## config.mk

```make
export PLATFORM = sky130hd
export DESIGN_NAME = websocket_frame_deframer_top
export DESIGN_NICKNAME = d
export VERILOG_FILES = /design/src/sv/wsdf_pkg.sv /design/src/sv/websocket_frame_deframer_top.sv
export SDC_FILE = /design/constraint.sdc
export NUM_CORES = 1
export LEC_CHECK = 0
export BUFFER_PORTS_ARGS = -buffer_cell sky130_fd_sc_hd__buf_2
export CAP_MARGIN = 15
export CORE_MARGIN = 10
export CORE_UTILIZATION = 65
export DETAILED_ROUTE_END_ITERATION = 7
export PLACE_DENSITY = 0.87
export SYNTH_ARGS = -nofsm -noshare
export SYNTH_HDL_FRONTEND = slang
export SYNTH_SLANG_ARGS = --single-unit
```

## constraint.sdc

```tcl
create_clock -name clk -period 4.85 [get_ports clk]
set_input_delay 0.2425 -clock clk [delete_from_list [all_inputs] [get_ports clk]]
set_output_delay 0.2425 -clock clk [all_outputs]
set_load 0.02 [all_outputs]
```

## src/sv/wsdf_pkg.sv

```systemverilog
// ----------------------------------------------------------------------------
// wsdf_pkg
// Shared constants for the WebSocket frame deframer: event codes, opcodes
// and header length codes.
// ----------------------------------------------------------------------------
package wsdf_pkg;

    // Event codes carried on the result channel
    typedef logic [1:0] event_t;
    localparam event_t EV_PAYLOAD   = 2'd0;
    localparam event_t EV_EMPTY     = 2'd1;
    localparam event_t EV_FRAG_ERR  = 2'd2;
    localparam event_t EV_OPCODE_ERR = 2'd3;

    // Frame opcodes accepted by the parser
    typedef logic [3:0] opcode_t;
    localparam opcode_t OP_TEXT  = 4'h1;
    localparam opcode_t OP_CLOSE = 4'h8;
    localparam opcode_t OP_PING  = 4'h9;
    localparam opcode_t OP_PONG  = 4'hA;

    // Second header byte length codes
    localparam logic [6:0] LEN_EXT16 = 7'd126;
    localparam logic [6:0] LEN_EXT64 = 7'd127;

endpackage

```

## src/sv/websocket_frame_deframer_top.sv

```systemverilog
// ----------------------------------------------------------------------------
// websocket_frame_deframer_top
// Receive-side WebSocket frame parser: header decode, unmasking, events.
// ----------------------------------------------------------------------------
// The block takes one stream byte per clock and returns its result, if any,
// from an output register in the next cycle. Each byte updates the header
// parser state with a single pass of logic (a 64-bit length shift or
// decrement and compare being the widest path), so a new byte is taken in
// every cycle in which the output register is empty or being drained.
// Header bytes give no result except a one-item empty frame event; payload
// bytes come out unmasked and tagged with the frame opcode, the final one
// with tlast set. A non-final frame or an unsupported opcode gives an error
// event at the first header byte, after which all input is dropped until
// reset.
module websocket_frame_deframer_top
    import wsdf_pkg::*;
(
    input  logic       clk,
    input  logic       rst_n,
    // Received byte stream
    input  logic       s_tvalid,
    output logic       s_tready,
    input  logic [7:0] s_tdata,    // [7:0] rx_byte
    // Result stream
    output logic       m_tvalid,
    input  logic       m_tready,
    output logic [7:0] m_tdata,    // [7:0] payload_byte
    output logic [5:0] m_tuser,    // [1:0] event_res, [5:2] frame_opcode
    output logic       m_tlast     // last
);

    // Parser phases
    localparam logic [2:0] PH_HDR1  = 3'd0;
    localparam logic [2:0] PH_HDR2  = 3'd1;
    localparam logic [2:0] PH_EXT16 = 3'd2;
    localparam logic [2:0] PH_EXT64 = 3'd3;
    localparam logic [2:0] PH_KEY   = 3'd4;
    localparam logic [2:0] PH_DATA  = 3'd5;

    logic [2:0]  phase_reg,       phase_next;
    opcode_t     held_op_reg,     held_op_next;
    logic        mask_on_reg,     mask_on_next;
    logic [63:0] remain_reg,      remain_next;
    logic [2:0]  hdr_cnt_reg,     hdr_cnt_next;
    logic [31:0] key_reg,         key_next;
    logic [1:0]  key_pos_reg,     key_pos_next;
    logic        halt_reg,        halt_next;

    logic        out_valid_reg,   out_valid_next;
    event_t      out_event_reg;
    logic [7:0]  out_byte_reg;
    opcode_t     out_op_reg;
    logic        out_last_reg;

    logic        accept;
    logic        res_valid;
    event_t      res_event;
    logic [7:0]  res_byte;
    opcode_t     res_op;
    logic        res_last;

    logic [7:0]  key_byte;
    logic [63:0] remain_shift;
    logic        ext_done;
    opcode_t     in_op;

    // Handshake: output register decouples the two sides
    assign s_tready = !out_valid_reg || m_tready;
    assign accept   = s_tvalid && s_tready;

    assign in_op        = s_tdata[3:0];
    assign remain_shift = {remain_reg[55:0], s_tdata};
    assign ext_done     = (phase_reg == PH_EXT16) ? (hdr_cnt_reg == 3'd1)
                                                  : (hdr_cnt_reg == 3'd7);

    // Mask key byte for the current payload position, first key byte on top
    always_comb
    begin
        case (key_pos_reg)
            2'd0:    key_byte = key_reg[31:24];
            2'd1:    key_byte = key_reg[23:16];
            2'd2:    key_byte = key_reg[15:8];
            default: key_byte = key_reg[7:0];
        endcase
    end

    // Per-byte parser update
    always_comb
    begin
        phase_next   = phase_reg;
        held_op_next = held_op_reg;
        mask_on_next = mask_on_reg;
        remain_next  = remain_reg;
        hdr_cnt_next = hdr_cnt_reg;
        key_next     = key_reg;
        key_pos_next = key_pos_reg;
        halt_next    = halt_reg;
        res_valid    = 1'b0;
        res_event    = EV_PAYLOAD;
        res_byte     = 8'd0;
        res_op       = held_op_reg;
        res_last     = 1'b0;

        if (!halt_reg)
        begin
            unique case (phase_reg) inside
                PH_HDR2:
                begin
                    mask_on_next = s_tdata[7];
                    key_next     = 32'd0;
                    key_pos_next = 2'd0;
                    hdr_cnt_next = 3'd0;
                    remain_next  = 64'd0;
                    if (s_tdata[6:0] == LEN_EXT16)
                        phase_next = PH_EXT16;
                    else if (s_tdata[6:0] == LEN_EXT64)
                        phase_next = PH_EXT64;
                    else
                    begin
                        remain_next = {57'd0, s_tdata[6:0]};
                        if (s_tdata[7])
                            phase_next = PH_KEY;
                        else if (s_tdata[6:0] == 7'd0)
                        begin
                            phase_next = PH_HDR1;
                            res_valid  = 1'b1;
                            res_event  = EV_EMPTY;
                            res_last   = 1'b1;
                        end
                        else
                            phase_next = PH_DATA;
                    end
                end

                PH_EXT16, PH_EXT64:
                begin
                    remain_next = remain_shift;
                    if (ext_done)
                    begin
                        hdr_cnt_next = 3'd0;
                        if (mask_on_reg)
                            phase_next = PH_KEY;
                        else if (remain_shift == 64'd0)
                        begin
                            phase_next = PH_HDR1;
                            res_valid  = 1'b1;
                            res_event  = EV_EMPTY;
                            res_last   = 1'b1;
                        end
                        else
                            phase_next = PH_DATA;
                    end
                    else
                        hdr_cnt_next = hdr_cnt_reg + 3'd1;
                end

                PH_KEY:
                begin
                    key_next = {key_reg[23:0], s_tdata};
                    if (hdr_cnt_reg >= 3'd3)
                    begin
                        hdr_cnt_next = 3'd0;
                        if (remain_reg == 64'd0)
                        begin
                            phase_next = PH_HDR1;
                            res_valid  = 1'b1;
                            res_event  = EV_EMPTY;
                            res_last   = 1'b1;
                        end
                        else
                            phase_next = PH_DATA;
                    end
                    else
                        hdr_cnt_next = hdr_cnt_reg + 3'd1;
                end

                PH_DATA:
                begin
                    res_valid    = 1'b1;
                    res_event    = EV_PAYLOAD;
                    res_byte     = s_tdata ^ key_byte;
                    key_pos_next = key_pos_reg + 2'd1;
                    if (remain_reg <= 64'd1)
                    begin
                        res_last    = 1'b1;
                        remain_next = 64'd0;
                        phase_next  = PH_HDR1;
                    end
                    else
                        remain_next = remain_reg - 64'd1;
                end

                // First header byte; unused phase codes land here too
                default:
                begin
                    res_op = in_op;
                    if (!s_tdata[7])
                    begin
                        halt_next = 1'b1;
                        res_valid = 1'b1;
                        res_event = EV_FRAG_ERR;
                    end
                    else if (in_op != OP_TEXT && in_op != OP_CLOSE &&
                             in_op != OP_PING && in_op != OP_PONG)
                    begin
                        halt_next = 1'b1;
                        res_valid = 1'b1;
                        res_event = EV_OPCODE_ERR;
                    end
                    else
                    begin
                        held_op_next = in_op;
                        phase_next   = PH_HDR2;
                    end
                end
            endcase
        end
    end

    // Output valid tracking
    always_comb
    begin
        if (accept)
            out_valid_next = res_valid;
        else if (m_tready)
            out_valid_next = 1'b0;
        else
            out_valid_next = out_valid_reg;
    end

    // Parser state and output valid
    always_ff @(posedge clk or negedge rst_n)
    begin
        if (!rst_n)
        begin
            phase_reg     <= PH_HDR1;
            held_op_reg   <= 4'd0;
            mask_on_reg   <= 1'b0;
            remain_reg    <= 64'd0;
            hdr_cnt_reg   <= 3'd0;
            key_reg       <= 32'd0;
            key_pos_reg   <= 2'd0;
            halt_reg      <= 1'b0;
            out_valid_reg <= 1'b0;
        end
        else
        begin
            out_valid_reg <= out_valid_next;
            if (accept)
            begin
                phase_reg   <= phase_next;
                held_op_reg <= held_op_next;
                mask_on_reg <= mask_on_next;
                remain_reg  <= remain_next;
                hdr_cnt_reg <= hdr_cnt_next;
                key_reg     <= key_next;
                key_pos_reg <= key_pos_next;
                halt_reg    <= halt_next;
            end
        end
    end

    // Result payload register
    always_ff @(posedge clk)
    begin
        if (accept && res_valid)
        begin
            out_event_reg <= res_event;
            out_byte_reg  <= res_byte;
            out_op_reg    <= res_op;
            out_last_reg  <= res_last;
        end
    end

    assign m_tvalid = out_valid_reg;
    assign m_tdata  = out_byte_reg;
    assign m_tuser  = {out_op_reg, out_event_reg};
    assign m_tlast  = out_last_reg;

endmodule

```

* After elaboration in Yosys (flattened, before gate mapping) *
Index checks and enable logic that the tools add are counted.

operators by class
  multiply operators = 0
  reductions and logical operators = 27
  equality and inequality tests = 19
  shifts and indexed selects = 0
  bitwise gates (word level) = 5
  $add $sub $neg = 3
  divide/modulo/power cells = 0
  order comparisons = 2
  multiplexer cells = 57

operators with widths
  cell                                                              number
  case mux 64 bit (3 select lines)                                  1
  logical NOT 64 bit                                                2
  2-to-1 mux 64 bit                                                 2
  less-or-equal comparator 64 x 1 -> 1 bit (second input constant)  1
  case mux 32 bit (2 select lines)                                  1
  subtractor 64 x 1 -> 64 bit (second input constant)               1
  2-to-1 mux 3 bit                                                  14
  2-to-1 mux 1 bit                                                  24
  case mux 8 bit (3 select lines)                                   1
  AND reduction 3 bit                                               5
  == test 7 bit (second input constant)                             2
  != test 4 bit (second input constant)                             3
  case mux 3 bit (4 select lines)                                   1
  2-to-1 mux 2 bit                                                  5
  == test 3 bit (second input constant)                             3
  case mux 3 bit (3 select lines)                                   1
  2-to-1 mux 4 bit                                                  2
  case mux 1 bit (4 select lines)                                   2
  case mux 2 bit (4 select lines)                                   1
  bitwise XOR 8 bit                                                 1
  logical NOT 7 bit                                                 1
  2-to-1 mux 7 bit                                                  1
  AND reduction 7 bit                                               1
  == test 3 x 1 -> 1 bit (second input constant)                    2
  22 further kinds                                                  35

storage, ports and cells
  register bits = 126
  memories = 0
  ROM bits = 0
  output and inout port bits = 17
  bits in writable memories = 0
  latch bits = 0
  word-level logic and storage cells = 126
  input bits = 12

* Depth between registers and ports, before layout *
Gate-level depths: netlist (run 1).

  word-level depth = 9
  gate-level depth with buffers = 8
  depth with buffers taken out = 8

* Worst setup path after synthesis (run 1) *
OpenSTA, ideal clock, no wires.

  kind = flip-flop to flip-flop
  start point = reg remain_reg[40]
  end point = reg out_byte_reg[0] (netlist: m_tdata[0]) (enable)
  arrival time = 2.853 ns
  required time = 4.464 ns
  period minus slack after synthesis = 3.240 ns
  setup time = 0.386 ns
  path slack = 1.610 ns
  path buffers = 1
  cell stages (with the launch flop) = 8
  path through = dfrtp_1 or4_1 buf_2 nor4_4 nand4_2 or3_1 and3_1 nor2_1

on the way
  word-level cells in the longest chain between the ends = 7
  elaborated cells on any way between the ends = 10
  classes of those cells = 7 x mux; 3 x reduce/logical

ends and longest elaborated chain
  item                               RTL line                             RTL
  from (decl)                        websocket_frame_deframer_top.sv:43   logic [63:0] remain_reg, remain_next;
  from (signal assigned)             websocket_frame_deframer_top.sv:254  remain_reg <= remain_next;
  logical NOT 64 bit                 websocket_frame_deframer_top.sv:143  else if (remain_shift == 64'd0)
  2-to-1 mux 1 bit                   websocket_frame_deframer_top.sv:143
  2-to-1 mux 1 bit                   websocket_frame_deframer_top.sv:141  if (mask_on_reg)
  2-to-1 mux 1 bit                   websocket_frame_deframer_top.sv:138  if (ext_done)
  case mux 1 bit (4 select lines) *  websocket_frame_deframer_top.sv:106  unique case (phase_reg) inside
  2-to-1 mux 1 bit *                 websocket_frame_deframer_top.sv:104  if (!halt_reg)
  logical AND 1 bit *                websocket_frame_deframer_top.sv:266  if (accept && res_valid)
  to (signal assigned)               websocket_frame_deframer_top.sv:269  out_byte_reg <= res_byte;
  to (decl)                          websocket_frame_deframer_top.sv:51   logic [7:0] out_byte_reg;

Mark *: on every way between the ends. The rest lies on a longest branch, timed or not.
A chain may end at the register's enable or synchronous reset.

* Final worst setup path (run 1) *
  start point = reg remain_reg[60]
  end point = reg remain_reg[38]

on the way
  word-level cells in the longest chain between the ends = 3

ends and longest elaborated chain
  item                                      RTL line                             RTL
  less-or-equal comparator 64 x 1 -> 1 bit  websocket_frame_deframer_top.sv:183  if (remain_reg <= 64'd1)
  2-to-1 mux 64 bit                         websocket_frame_deframer_top.sv:183
  case mux 64 bit (3 select lines)          websocket_frame_deframer_top.sv:106

Every way passes these cells.

==> impl_metrics.py, run 1 <==
metrics = {
    "synthesis": {
        "synthMuxAreaShare_pct": 3.054,
        "syn_area_um2": 7252,
        "synth_async_sr_flop_share_pct": 88.10,
        "ys_ff_latch": 126,
        "synth_compound_area_share_pct": 23.91,
        "synthXorXnorAreaFrac_pct": 1.932,
        "synth_simple_gate_area_share_pct": 21.34,
        "synth_nets": 803,
        "synthAdderAreaFrac_pct": 1.380,
        "synth_edf_count": 15,
        "synth_warnings": 0,
        "ys_types": 71,
        "netlist_instances": 783,
        "seq_area_frac_synth_pct": 44.51,
        "synth_top_family_by_area": "compound AO/OA/AOI/OAI gates",
        "synth-main-ff-cell": "dfrtp_1",
        "synth.avg_cell_area_um2": 9.262,
    },
    "global_route": {
        "antenna_found_initial": 0,
        "track_usage_pct": 26.68,
        "grt_pass1_vias": 6929,
        "grt_start_max_net_pins": 68,
        "grt_pass1_wl_um": 35160,
        "gr-max-usage-layer": "met2",
        "overflow": 0,
        "met2_usage_pct": 40.39,
        "met3_usage_pct": 6.460,
        "grt_use_met1_pct": 34.68,
    },
    "routing": {
        "routed_wl_um": 21700,
        "drc": 0,
        "ant_nets": 0,
        "num_vias": 7072,
        "wl_per_cell_um": 23.13,
        "first_pass_iters": 7,
        "drtIter0Drc": 1533,
        "vias_per_cell": 7.539,
    },
    "place": {
        "post_dp_cell_area_um2": 7443,
        "portBuffers": 28,
        "dp_hpwl_um": 13130,
        "gp_congestion": 0.9422,
    },
    "finish": {
        "drive_gt1_share_pct": 12.41,
        "n_fill_cell": 704,
        "area_delta_synth_final_pct": 11.63,
        "antenna_cells": 0,
        "fin_nets": 805,
        "largest_reg_flops": 64,
        "multiInputGateArea_um2": 3766,
        "seqCellArea_um2": 3228,
        "design_area_um2": 8095,
    },
    "sta": {
        "setup_viol": 0,
        "slew_viol_final": 0,
        "setup-tns-final_ps": 0,
        "finClkSkew_ps": 7.963,
        "rsz0062_at_grt": "false",
        "hold_viol": 0,
        "max-slew-margin-rel_pct": 25.74,
        "worst_pin_slew_ps": 1114,
        "period_share_pct": 75.01,
        "period_minus_slack_ps": 3638,
        "fmax_mhz": 274.9,
    },
    "power": {
        "p_comb_share_pct": 20.2,
        "power_switching_w": 0.001144,
        "vdd_drop_max_mv": 0.3997,
        "switching_share_pct": 33.89,
        "p_int_w": 0.002231,
        "power_density_nw_per_um2": 416.9,
        "seqPwrFrac_pct": 41.5,
        "leakagePower_nw": 3.212,
        "fin_total_pwr_w": 0.003375,
        "power_frac_clock_pct": 38.3,
    },
    "flow_run": {
        "maxCapViolCount": 0,
    },
    "die": {
        "start_util_pct": 66.61,
        "core_area_um2": 10890,
        "fp.dieW_um": 125.6,
        "row_count": 38,
        "dieArea_um2": 15780,
        "io_pins": 29,
        "die_y_um": 125.6,
    },
    "setup_path": {
        "cp.arrival_ps": 4060,
        "cp_cell_sequence": "nor4_1, nand3_1, or4b_1, o31ai_4, buf_4, o21ai_0, a221o_1",
        "crit_fanout": 22,
        "cpPeakStageDelay_ps": 690,
        "cp-end-kind": "flop",
        "worstPathRequired_ps": 5270,
        "crit_type": "reg -> reg",
        "reg2reg_depth": 7,
        "critPathSlowestCell": "o31ai_4",
        "setup.worst_path.start_class": "flop",
    },
    "clock_tree": {
        "cts-buffers-inserted": 17,
        "clkTransAtPathRegs_ps": 60,
        "cts_buffer_depth": 2,
        "cts_sinks": 126,
        "htreeDepth": 4,
        "root_buffer": "clkbuf_8",
        "clk_latency_ps": 550,
        "cts_tree": "built",
        "ctsResizeCount": 0,
        "cts_setup_buffers": 0,
    },
    "worst_hold_path": {
        "hp-class": "in -> reg",
        "hold-path-cell-count": 2,
    },
    "status": {
        "outcome": "finished, final reports clean",
    },
}
## per-stage QoR
step / utilization [%] / instances / hold WS, ps / setup slack, ps
2_1_floorplan: - / 783 / -53.09 / 1610
3_3_place_gp: 68.36 / 902 / 412.1 / 1483
3_5_place_dp: 68.36 / 902 / 416.4 / 1336
4_1_cts: 73.96 / 936 / 20.68 / 1320
5_1_grt: 74.35 / 938 / 23.53 / 1048
6_report: 74.35 / 938 / 38.56 / 1212
## Yosys cell counts, types with 5 or more instances
master     instances  area [um^2]
or3_1             13        81.33
a31oi_1            7        43.79
o2bb2ai_1          7        61.31
nor3_1            42        210.2
clkbuf_1          50        187.7
nor2_1            62        232.7
dfrtp_1          111         2778
a22o_1            40        350.3
a21o_1             6        45.04
a222oi_1           8        80.08
a21oi_1           27        135.1
nand4_1            6        37.54
o21ai_0           62        310.3
and3_1             9        56.30
xnor2_1           15        131.4
o31ai_1            5        37.54
mux2i_1           12        120.1
a221o_1            8        80.08
nand2_1           60        225.2
o211ai_1           7        52.55
nand2b_1           8        50.05
or4_1             13        97.59
mux2_2             9        101.4
a22oi_1           22        165.2
edfxtp_1          15        450.4
nand3_1           33        165.2
o41ai_1            5        43.79
buf_2              5        25.02
buf_1              5        18.77
inv_1             13        48.80
ha_1               8        100.1
nor4_1            22        137.6
## area by class of cell
cell class | instances | area share [%]
multi-input combinational | 584 | 46.52
sequential | 126 | 39.88
clock buffer | 20 | 5.255
timing repair buffer | 43 | 3.555
tap | 140 | 2.164
clock inverter | 12 | 2.025
inverter | 13 | 0.6028
## power groups by stage
stage	combinational [W]	clock, W	sequential [W]
2_1_floorplan	0.000516	0	0.00132
3_3_place_gp	0.000618	0	0.00139
3_5_place_dp	0.000642	0	0.00140
4_1_cts	0.000662	0.00129	0.00139
5_1_grt	0.000742	0.00135	0.00142
6_report	0.000681	0.00129	0.00140
## critical path, delay by kind of cell (launching register included)
family	cells	cell delay, ps
buffers and inverters	1	400
AND/OR/NAND/NOR	3	1520
flip-flops	1	430
AO/OA/AOI/OAI	3	1150
## layout by cell type (no fill, tap or decap), types with 7 or more instances in the layout
master	count
a22oi_1	22
a21oi_1	26
mux2i_1	12
buf_2	27
edfxtp_1	15
buf_4	12
o21ai_0	61
nand3_1	33
ha_1	8
inv_1	13
o211ai_1	7
a221o_1	8
or3_1	13
a222oi_1	8
a31oi_1	7
dfrtp_1	111
nor4_1	22
nand2b_1	8
nor3_1	42
nand2_1	60
or4_1	13
mux2_2	9
and3_1	9
o2bb2ai_1	7
a22o_1	40
nor2_1	60
xnor2_1	15
clkbuf_16	16
## layer usage
metal,vias to the layer above,share of wire (%)
li1,3010,-
met1,3338,38
met2,615,46
met3,109,12
met4,0,4.0
met5,-,0
## logic make-up after synthesis
family | Yosys count
compound gates | 241
flops | 126
mux | 21
simple gates | 298
xor+xnor | 16
fa+ha+maj | 8
buf+inv | 73
## what timing repair did
action                                  CTS  global route
endpoints found under the setup margin    0             0
hold buffers                              2             0
endpoints found under the hold margin    67             0
## worst paths after layout
path,startpoint,to,slack [ps]
setup / recovery,remain_reg[60],remain_reg[38],1210
hold / removal,s_tdata[5],key_reg[5],40
setup reg to reg,remain_reg[60],remain_reg[38],1210
hold reg to reg,key_reg[28],key_reg[28],510
max in group asynchronous,rst_n,remain_reg[23],3340
min in group asynchronous,rst_n,remain_reg[51],370
(Power assumes the default switching activity.)
==> inputs of run 2 (changes only) <==
ABC_AREA = 1   (was unset)
CORE_UTILIZATION = 57   (was 65)
PLACE_DENSITY = 0.81   (was 0.87)
clock period = 3.15 ns   (was 4.85 ns; I/O delays follow)
==> impl_metrics.py, run 2 <==
metrics = {
    "sta": {
        "slew_viol_final": 0,
        "finClkSkew_ps": 8.999,
        "holdWs_ps": -1.695,
        "fmax_mhz": 356.0,
        "period_minus_slack_ps": 2809,
        "worst_pin_slew_ps": 979.8,
        "setup_viol": 0,
        "period_share_pct": 89.17,
        "setup-tns-final_ps": 0,
        "hold_viol": 1,
        "max-slew-margin-rel_pct": 34.61,
        "rsz0062_at_grt": "false",
    },
    "die": {
        "fp.dieW_um": 138.5,
        "row_count": 43,
        "dieArea_um2": 19190,
        "core_area_um2": 13830,
        "start_util_pct": 57.91,
        "io_pins": 29,
        "die_y_um": 138.5,
    },
    "global_route": {
        "overflow": 0,
        "antenna_found_initial": 0,
        "grt_pass1_wl_um": 37710,
        "grt_pass1_vias": 7287,
        "grt_start_max_net_pins": 58,
        "track_usage_pct": 23.59,
    },
    "worst_hold_path": {
        "hp-start": "m_tready",
        "hold-path-cell-count": 4,
        "hp-class": "in -> reg",
        "holdPathEnd": "m_tvalid",
    },
    "synthesis": {
        "synthAdderAreaFrac_pct": 1.250,
        "synth_area_leader_cell": "dfrtp_1",
        "synth_warnings": 0,
        "synth_compound_area_share_pct": 15.66,
        "synth.avg_cell_area_um2": 7.280,
        "synth_nets": 1120,
        "synth_async_sr_flop_share_pct": 88.10,
        "syn_area_um2": 8008,
        "synthMuxAreaShare_pct": 0.1406,
        "synth_edf_count": 15,
        "synth_top_area_share_pct": 34.69,
        "synth_area_leaders": "dfrtp_1 (35%), nand2_1 (12%), inv_1 (7.9%), nor2_1 (7.3%), edfxtp_1 (5.6%)",
        "synth_top_family_by_area": "simple AND/OR/NAND/NOR gates",
        "synth.most_common_cell": "nand2_1",
        "seq_area_frac_synth_pct": 40.31,
        "netlist_instances": 1100,
        "synthTopCellsByCount": "nand2_1 (262), inv_1 (169), nor2_1 (156), dfrtp_1 (111), o22ai_1 (55)",
        "ys_ff_latch": 126,
        "synth_simple_gate_area_share_pct": 26.89,
        "synthXorXnorAreaFrac_pct": 5.469,
        "synth-main-ff-cell": "dfrtp_1",
        "ys_types": 39,
    },
    "power": {
        "vdd_drop_max_mv": 0.3349,
        "switching_share_pct": 26.04,
        "p_int_w": 0.002818,
        "power_density_nw_per_um2": 427.6,
        "seqPwrFrac_pct": 44.2,
        "p_comb_share_pct": 4.2,
        "power_switching_w": 0.0009923,
        "leakagePower_nw": 4.446,
        "fin_total_pwr_w": 0.003811,
        "power_frac_clock_pct": 51.6,
    },
    "clock_tree": {
        "cts_setup_buffers": 0,
        "clkTransAtPathRegs_ps": 70,
        "cts_buffer_depth": 2,
        "cts_sinks": 126,
        "clk_latency_ps": 440,
        "cts_tree": "built",
        "cts-buffers-inserted": 17,
        "htreeDepth": 4,
        "root_buffer": "clkbuf_16",
    },
    "setup_path": {
        "cp-end-kind": "flop",
        "worstPathRequired_ps": 3510,
        "r2r_end": "remain_reg[48]",
        "cpLargestDelayFamily": "simple AND/OR/NAND/NOR gates",
        "worstReg2RegStart": "remain_reg[0]",
        "cpPeakStageDelay_ps": 480,
        "worst-path-buf-inv": 2,
        "cp_cell_sequence": "inv_1, ha_1, nand2_4, nor2_8, nand2_2, nor2_2, nand2_1, nand2_1, nor2_2, nand2_2, buf_4, o21ai_0",
        "setup.worst_path.start_class": "flop",
        "critPathSlowestCell": "nor2_2",
        "crit_fanout": 19,
        "r2r_slack_ps": 340,
        "crit_type": "reg -> reg",
        "reg2reg_depth": 12,
        "cp.arrival_ps": 3170,
    },
    "finish": {
        "layoutNonFillerInstCount": 1320,
        "fin_nets": 1147,
        "n_fill_cell": 1210,
        "layout.cells.most_common": "nand2_1",
        "mostFrequentLayoutCells": "nand2_1 (262), inv_1 (169), nor2_1 (155)",
        "area_delta_synth_final_pct": 11.30,
        "drive_gt1_share_pct": 9.211,
        "largest_reg_flops": 64,
        "antenna_cells": 0,
        "design_area_um2": 8912,
    },
    "routing": {
        "wl_per_cell_um": 17.24,
        "drtIter0Drc": 816,
        "routed_wl_um": 22760,
        "first_pass_iters": 6,
        "ant_nets": 0,
        "num_vias": 7646,
        "vias_per_cell": 5.792,
        "drc": 0,
    },
    "status": {
        "failed_checks": "negative hold slack",
        "outcome": "finished with violations",
    },
    "place": {
        "dpl.cell_count": 1287,
        "dp_hpwl_um": 16130,
        "portBuffers": 28,
        "gp_congestion": 1.028,
        "post_dp_cell_area_um2": 8310,
    },
    "flow_run": {
        "maxCapViolCount": 0,
    },
}
## run 2: cell count changes after synthesis, moves of 33 or more
cell | before | now
o22ai_1 | 4 | 55
xor2_1 | 1 | 48
inv_1 | 13 | 169
nor2_1 | 62 | 156
a22o_1 | 40 | 0
nand2_1 | 60 | 262
nor3_1 | 42 | 8
clkbuf_1 | 50 | 17
o32ai_1 | 1 | 39
## run 2: cell type report
cell class	instances	area, um^2	area share, %
tap	180	225.2	2.527
multi-input combinational	769	3959	44.42
clock buffer	18	450.4	5.054
sequential	126	3228	36.22
inverter	173	650.6	7.300
timing repair buffer	40	260.3	2.920
clock inverter	14	138.9	1.558
## run 2: per-layer routing
metal  wire length, um  part of all wire (%)  track usage, %
met5                 0                     0               0
met2             10790                    47           37.65
met4               605                   2.7           8.546
met1              9630                    42           30.70
met3              1735                   7.6           5.274
## run 2: repair_timing
item	4_1_cts	5_1_grt
endpoints found under the hold margin	37	0
hold buffers	1	0
setup endpoints to repair	0	47
resized for setup	0	1
## run 2: cells by family after synthesis
group,after synthesis
flops,126
fa+ha+maj,8
mux,1
compound gates,196
simple gates,514
xor+xnor,50
buf+inv,205
## run 2: through the flow
| step | util [%] | setup WS [ps] | hold slack, ps |
|---|---|---|---|
| after floorplan | - | 815.6 | -138.1 |
| after global placement | 60.10 | 204.0 | 167.3 |
| after detailed placement | 60.10 | 68.65 | 174.2 |
| after CTS | 64.44 | 47.10 | 0.3716 |
| after global routing | 64.46 | 124.7 | 45.18 |
| final | 64.46 | 341.2 | -1.695 |
## run 2: how the worst max path moves through the flow
stage	startpoint	end	slack, ps	cells after the start
6_report	remain_reg[0]	remain_reg[48]	340	12
5_1_grt	remain_reg[0]	out_event_reg[0]	120	10
4_1_cts	remain_reg[0]	remain_reg[48]	50	12
3_5_place_dp	remain_reg[0]	remain_reg[8]	70	12
3_3_place_gp	remain_reg[0]	remain_reg[48]	200	12
2_1_floorplan	remain_reg[0]	m_tdata[0]	820	10
## run 2: power groups by stage
stage	clock, W	combinational [W]	sequential (W)
after floorplan	0	0.0000858	0.00171
after global placement	0	0.000153	0.00171
after detailed placement	0	0.000157	0.00171
after CTS	0.00198	0.000161	0.00168
after global routing	0.00206	0.000184	0.00169
final	0.00197	0.000161	0.00168
## run 2: worst reg2reg max path: cells and delay by family (launching register included)
kind | cells | cell delay, ps
AO/OA/AOI/OAI | 1 | 150
adder cells (fa/ha/maj) | 1 | 290
buffers and inverters | 2 | 450
flip-flops | 1 | 430
AND/OR/NAND/NOR | 8 | 1400
==> inputs of run 3 (changes only) <==
CORE_MARGIN = 2   (was 10)
GPL_TIMING_DRIVEN = 1   (was unset)
clock period = 2.3 ns   (was 3.15 ns; I/O delays follow)
==> impl_metrics.py, run 3 (same netlist as run 2, synthesis figures left out) <==
metrics = {
    "place": {
        "post_dp_cell_area_um2": 8574,
        "gp_congestion": 0.9850,
        "portBuffers": 28,
        "dp_hpwl_um": 16730,
        "pre_cts_ws_ps": 106.0,
    },
    "power": {
        "leakagePower_nw": 4.651,
        "vdd_drop_max_mv": 0.5025,
        "power_density_nw_per_um2": 580.1,
    },
    "clock_tree": {
        "root_buffer": "clkbuf_16",
        "cts-buffers-inserted": 17,
        "cts_tree": "built",
        "clkTransAtPathRegs_ps": 60,
        "cts_buffer_depth": 2,
        "clk_latency_ps": 430,
        "htreeDepth": 4,
        "cts_sinks": 126,
    },
    "global_route": {
        "grt_start_max_net_pins": 49,
        "track_usage_pct": 32.81,
        "overflow": 0,
        "grt_pass1_wl_um": 37620,
        "antenna_found_initial": 0,
        "grt_pass1_vias": 7492,
    },
    "routing": {
        "routed_wl_um": 23990,
        "wl_per_cell_um": 17.68,
        "vias_per_cell": 5.794,
        "ant_nets": 0,
        "drc": 0,
        "drtIter0Drc": 956,
        "num_vias": 7863,
        "first_pass_iters": 6,
    },
    "die": {
        "dieArea_um2": 15010,
        "core_area_um2": 13830,
        "row_count": 43,
        "io_pins": 29,
        "die_y_um": 122.5,
        "fp.dieW_um": 122.5,
        "start_util_pct": 57.91,
    },
    "finish": {
        "drive_gt1_share_pct": 12.40,
        "design_area_um2": 9256,
        "antenna_cells": 0,
        "n_fill_cell": 1155,
        "multiInputGateArea_um2": 3969,
        "mostFrequentLayoutCells": "nand2_1 (262), inv_1 (168), nor2_1 (152)",
        "largest_reg_flops": 64,
        "area_delta_synth_final_pct": 15.59,
        "seqCellArea_um2": 3228,
        "layout.cells.most_common": "nand2_1",
        "fin_nets": 1184,
    },
    "sta": {
        "fmax_mhz": 462.9,
        "max-slew-margin-rel_pct": 62.54,
        "setup-tns-final_ps": 0,
        "period_minus_slack_ps": 2160,
        "holdWs_ps": -14.39,
        "setup_viol": 0,
        "period_share_pct": 93.92,
        "worst_pin_slew_ps": 556.0,
        "finClkSkew_ps": 6.890,
        "hold_viol": 1,
        "slew_viol_final": 0,
        "setup_slack_ps": 139.9,
    },
    "flow_run": {
        "maxCapViolCount": 0,
    },
    "setup_path": {
        "critPathSlowestCell": "dfrtp_1",
        "setup.worst_path.start_class": "flop",
        "cpLargestDelayFamily": "simple AND/OR/NAND/NOR gates",
        "crit_type": "reg -> reg",
        "crit_fanout": 8,
        "cp.arrival_ps": 2290,
        "cp_cell_sequence": "nor2_1, nand2_1, nor2_2, nand3_1, nor2_2, nand4_1, nand3_1, nand2_1, clkinvlp_4",
        "worst-path-buf-inv": 1,
        "cp-end-kind": "flop",
        "cpPeakStageDelay_ps": 420,
        "worstPathRequired_ps": 2430,
    },
    "status": {
        "outcome": "finished with violations",
        "failed_checks": "negative hold slack",
    },
    "worst_hold_path": {
        "hp-class": "in -> reg",
    },
}
==> run 3: cell types whose count changed in the layout (fill, tap and decap cells not counted), sizes merged <==
cell         change
buf             +34
bufinv           +3
clkinv           +4
dlygate4sd3      +1
inv              -6
clkinvlp         +1
==> run 3: final cells by class <==
| type | count | area share, % |
|---|---|---|
| sequential | 126 | 34.87 |
| inverter | 173 | 7.069 |
| timing repair inverter | 1 | 0.08110 |
| timing repair buffer | 76 | 6.083 |
| clock inverter | 15 | 1.987 |
| tap | 180 | 2.433 |
| multi-input combinational | 769 | 42.88 |
| clock buffer | 17 | 4.596 |
==> run 3: tightest hold or removal path: stages <==
cell     delay [ps]
buf_2            80
inv_1            30
nand2_1          80
nand2_1          70
==> run 3: per-layer routing <==
layer	vias to the layer above	GRT usage (%)	routed length (um)
met1	3619	41.26	9594
met2	436	53.68	11280
li1	3725	-	-
met4	0	17.96	1171
met5	-	0	0
met3	83	5.855	1943
==> run 3: final timing paths <==
check / slack [ps] / cells past startpoint / end / startpoint
worst min register to register: 500 / 2 / held_op_reg[1] / held_op_reg[1]
worst max-delay path: 140 / 9 / m_tdata[1] / remain_reg[22]
worst min-delay path: -10 / 4 / m_tvalid / m_tready
min in group asynchronous: 190 / 2 / key_reg[27] / rst_n
worst max register to register: 140 / 9 / m_tdata[1] / remain_reg[22]
max in group asynchronous: 1470 / 3 / remain_reg[54] / rst_n
==> run 3: timing repair <==
item | 4_1_cts | 5_1_grt
hold buffers | 2 | 0
resized for setup | 0 | 6
endpoints found under the hold margin | 34 | 0
endpoints found under the setup margin | 0 | 22
buffers inserted | 0 | 1
==> run 3: where the power goes <==
part	switching, W	total [W]	internal [W]
Combinational	0.000157	0.000230	0.0000728
Clock	0.00111	0.00283	0.00172
Sequential	0.0000166	0.00231	0.00229
Total	0.00129	0.00537	0.00408
==> run 3: per-stage QoR <==
stage / total power [W] / instances / util, %
after global placement: 0.002560 / 1320 / 62.01
after CTS: 0.005363 / 1354 / 66.56
after global routing: 0.005498 / 1357 / 66.94
after floorplan: 0.002461 / 1100 / -
final: 0.005369 / 1357 / 66.94
after detailed placement: 0.002567 / 1320 / 62.01
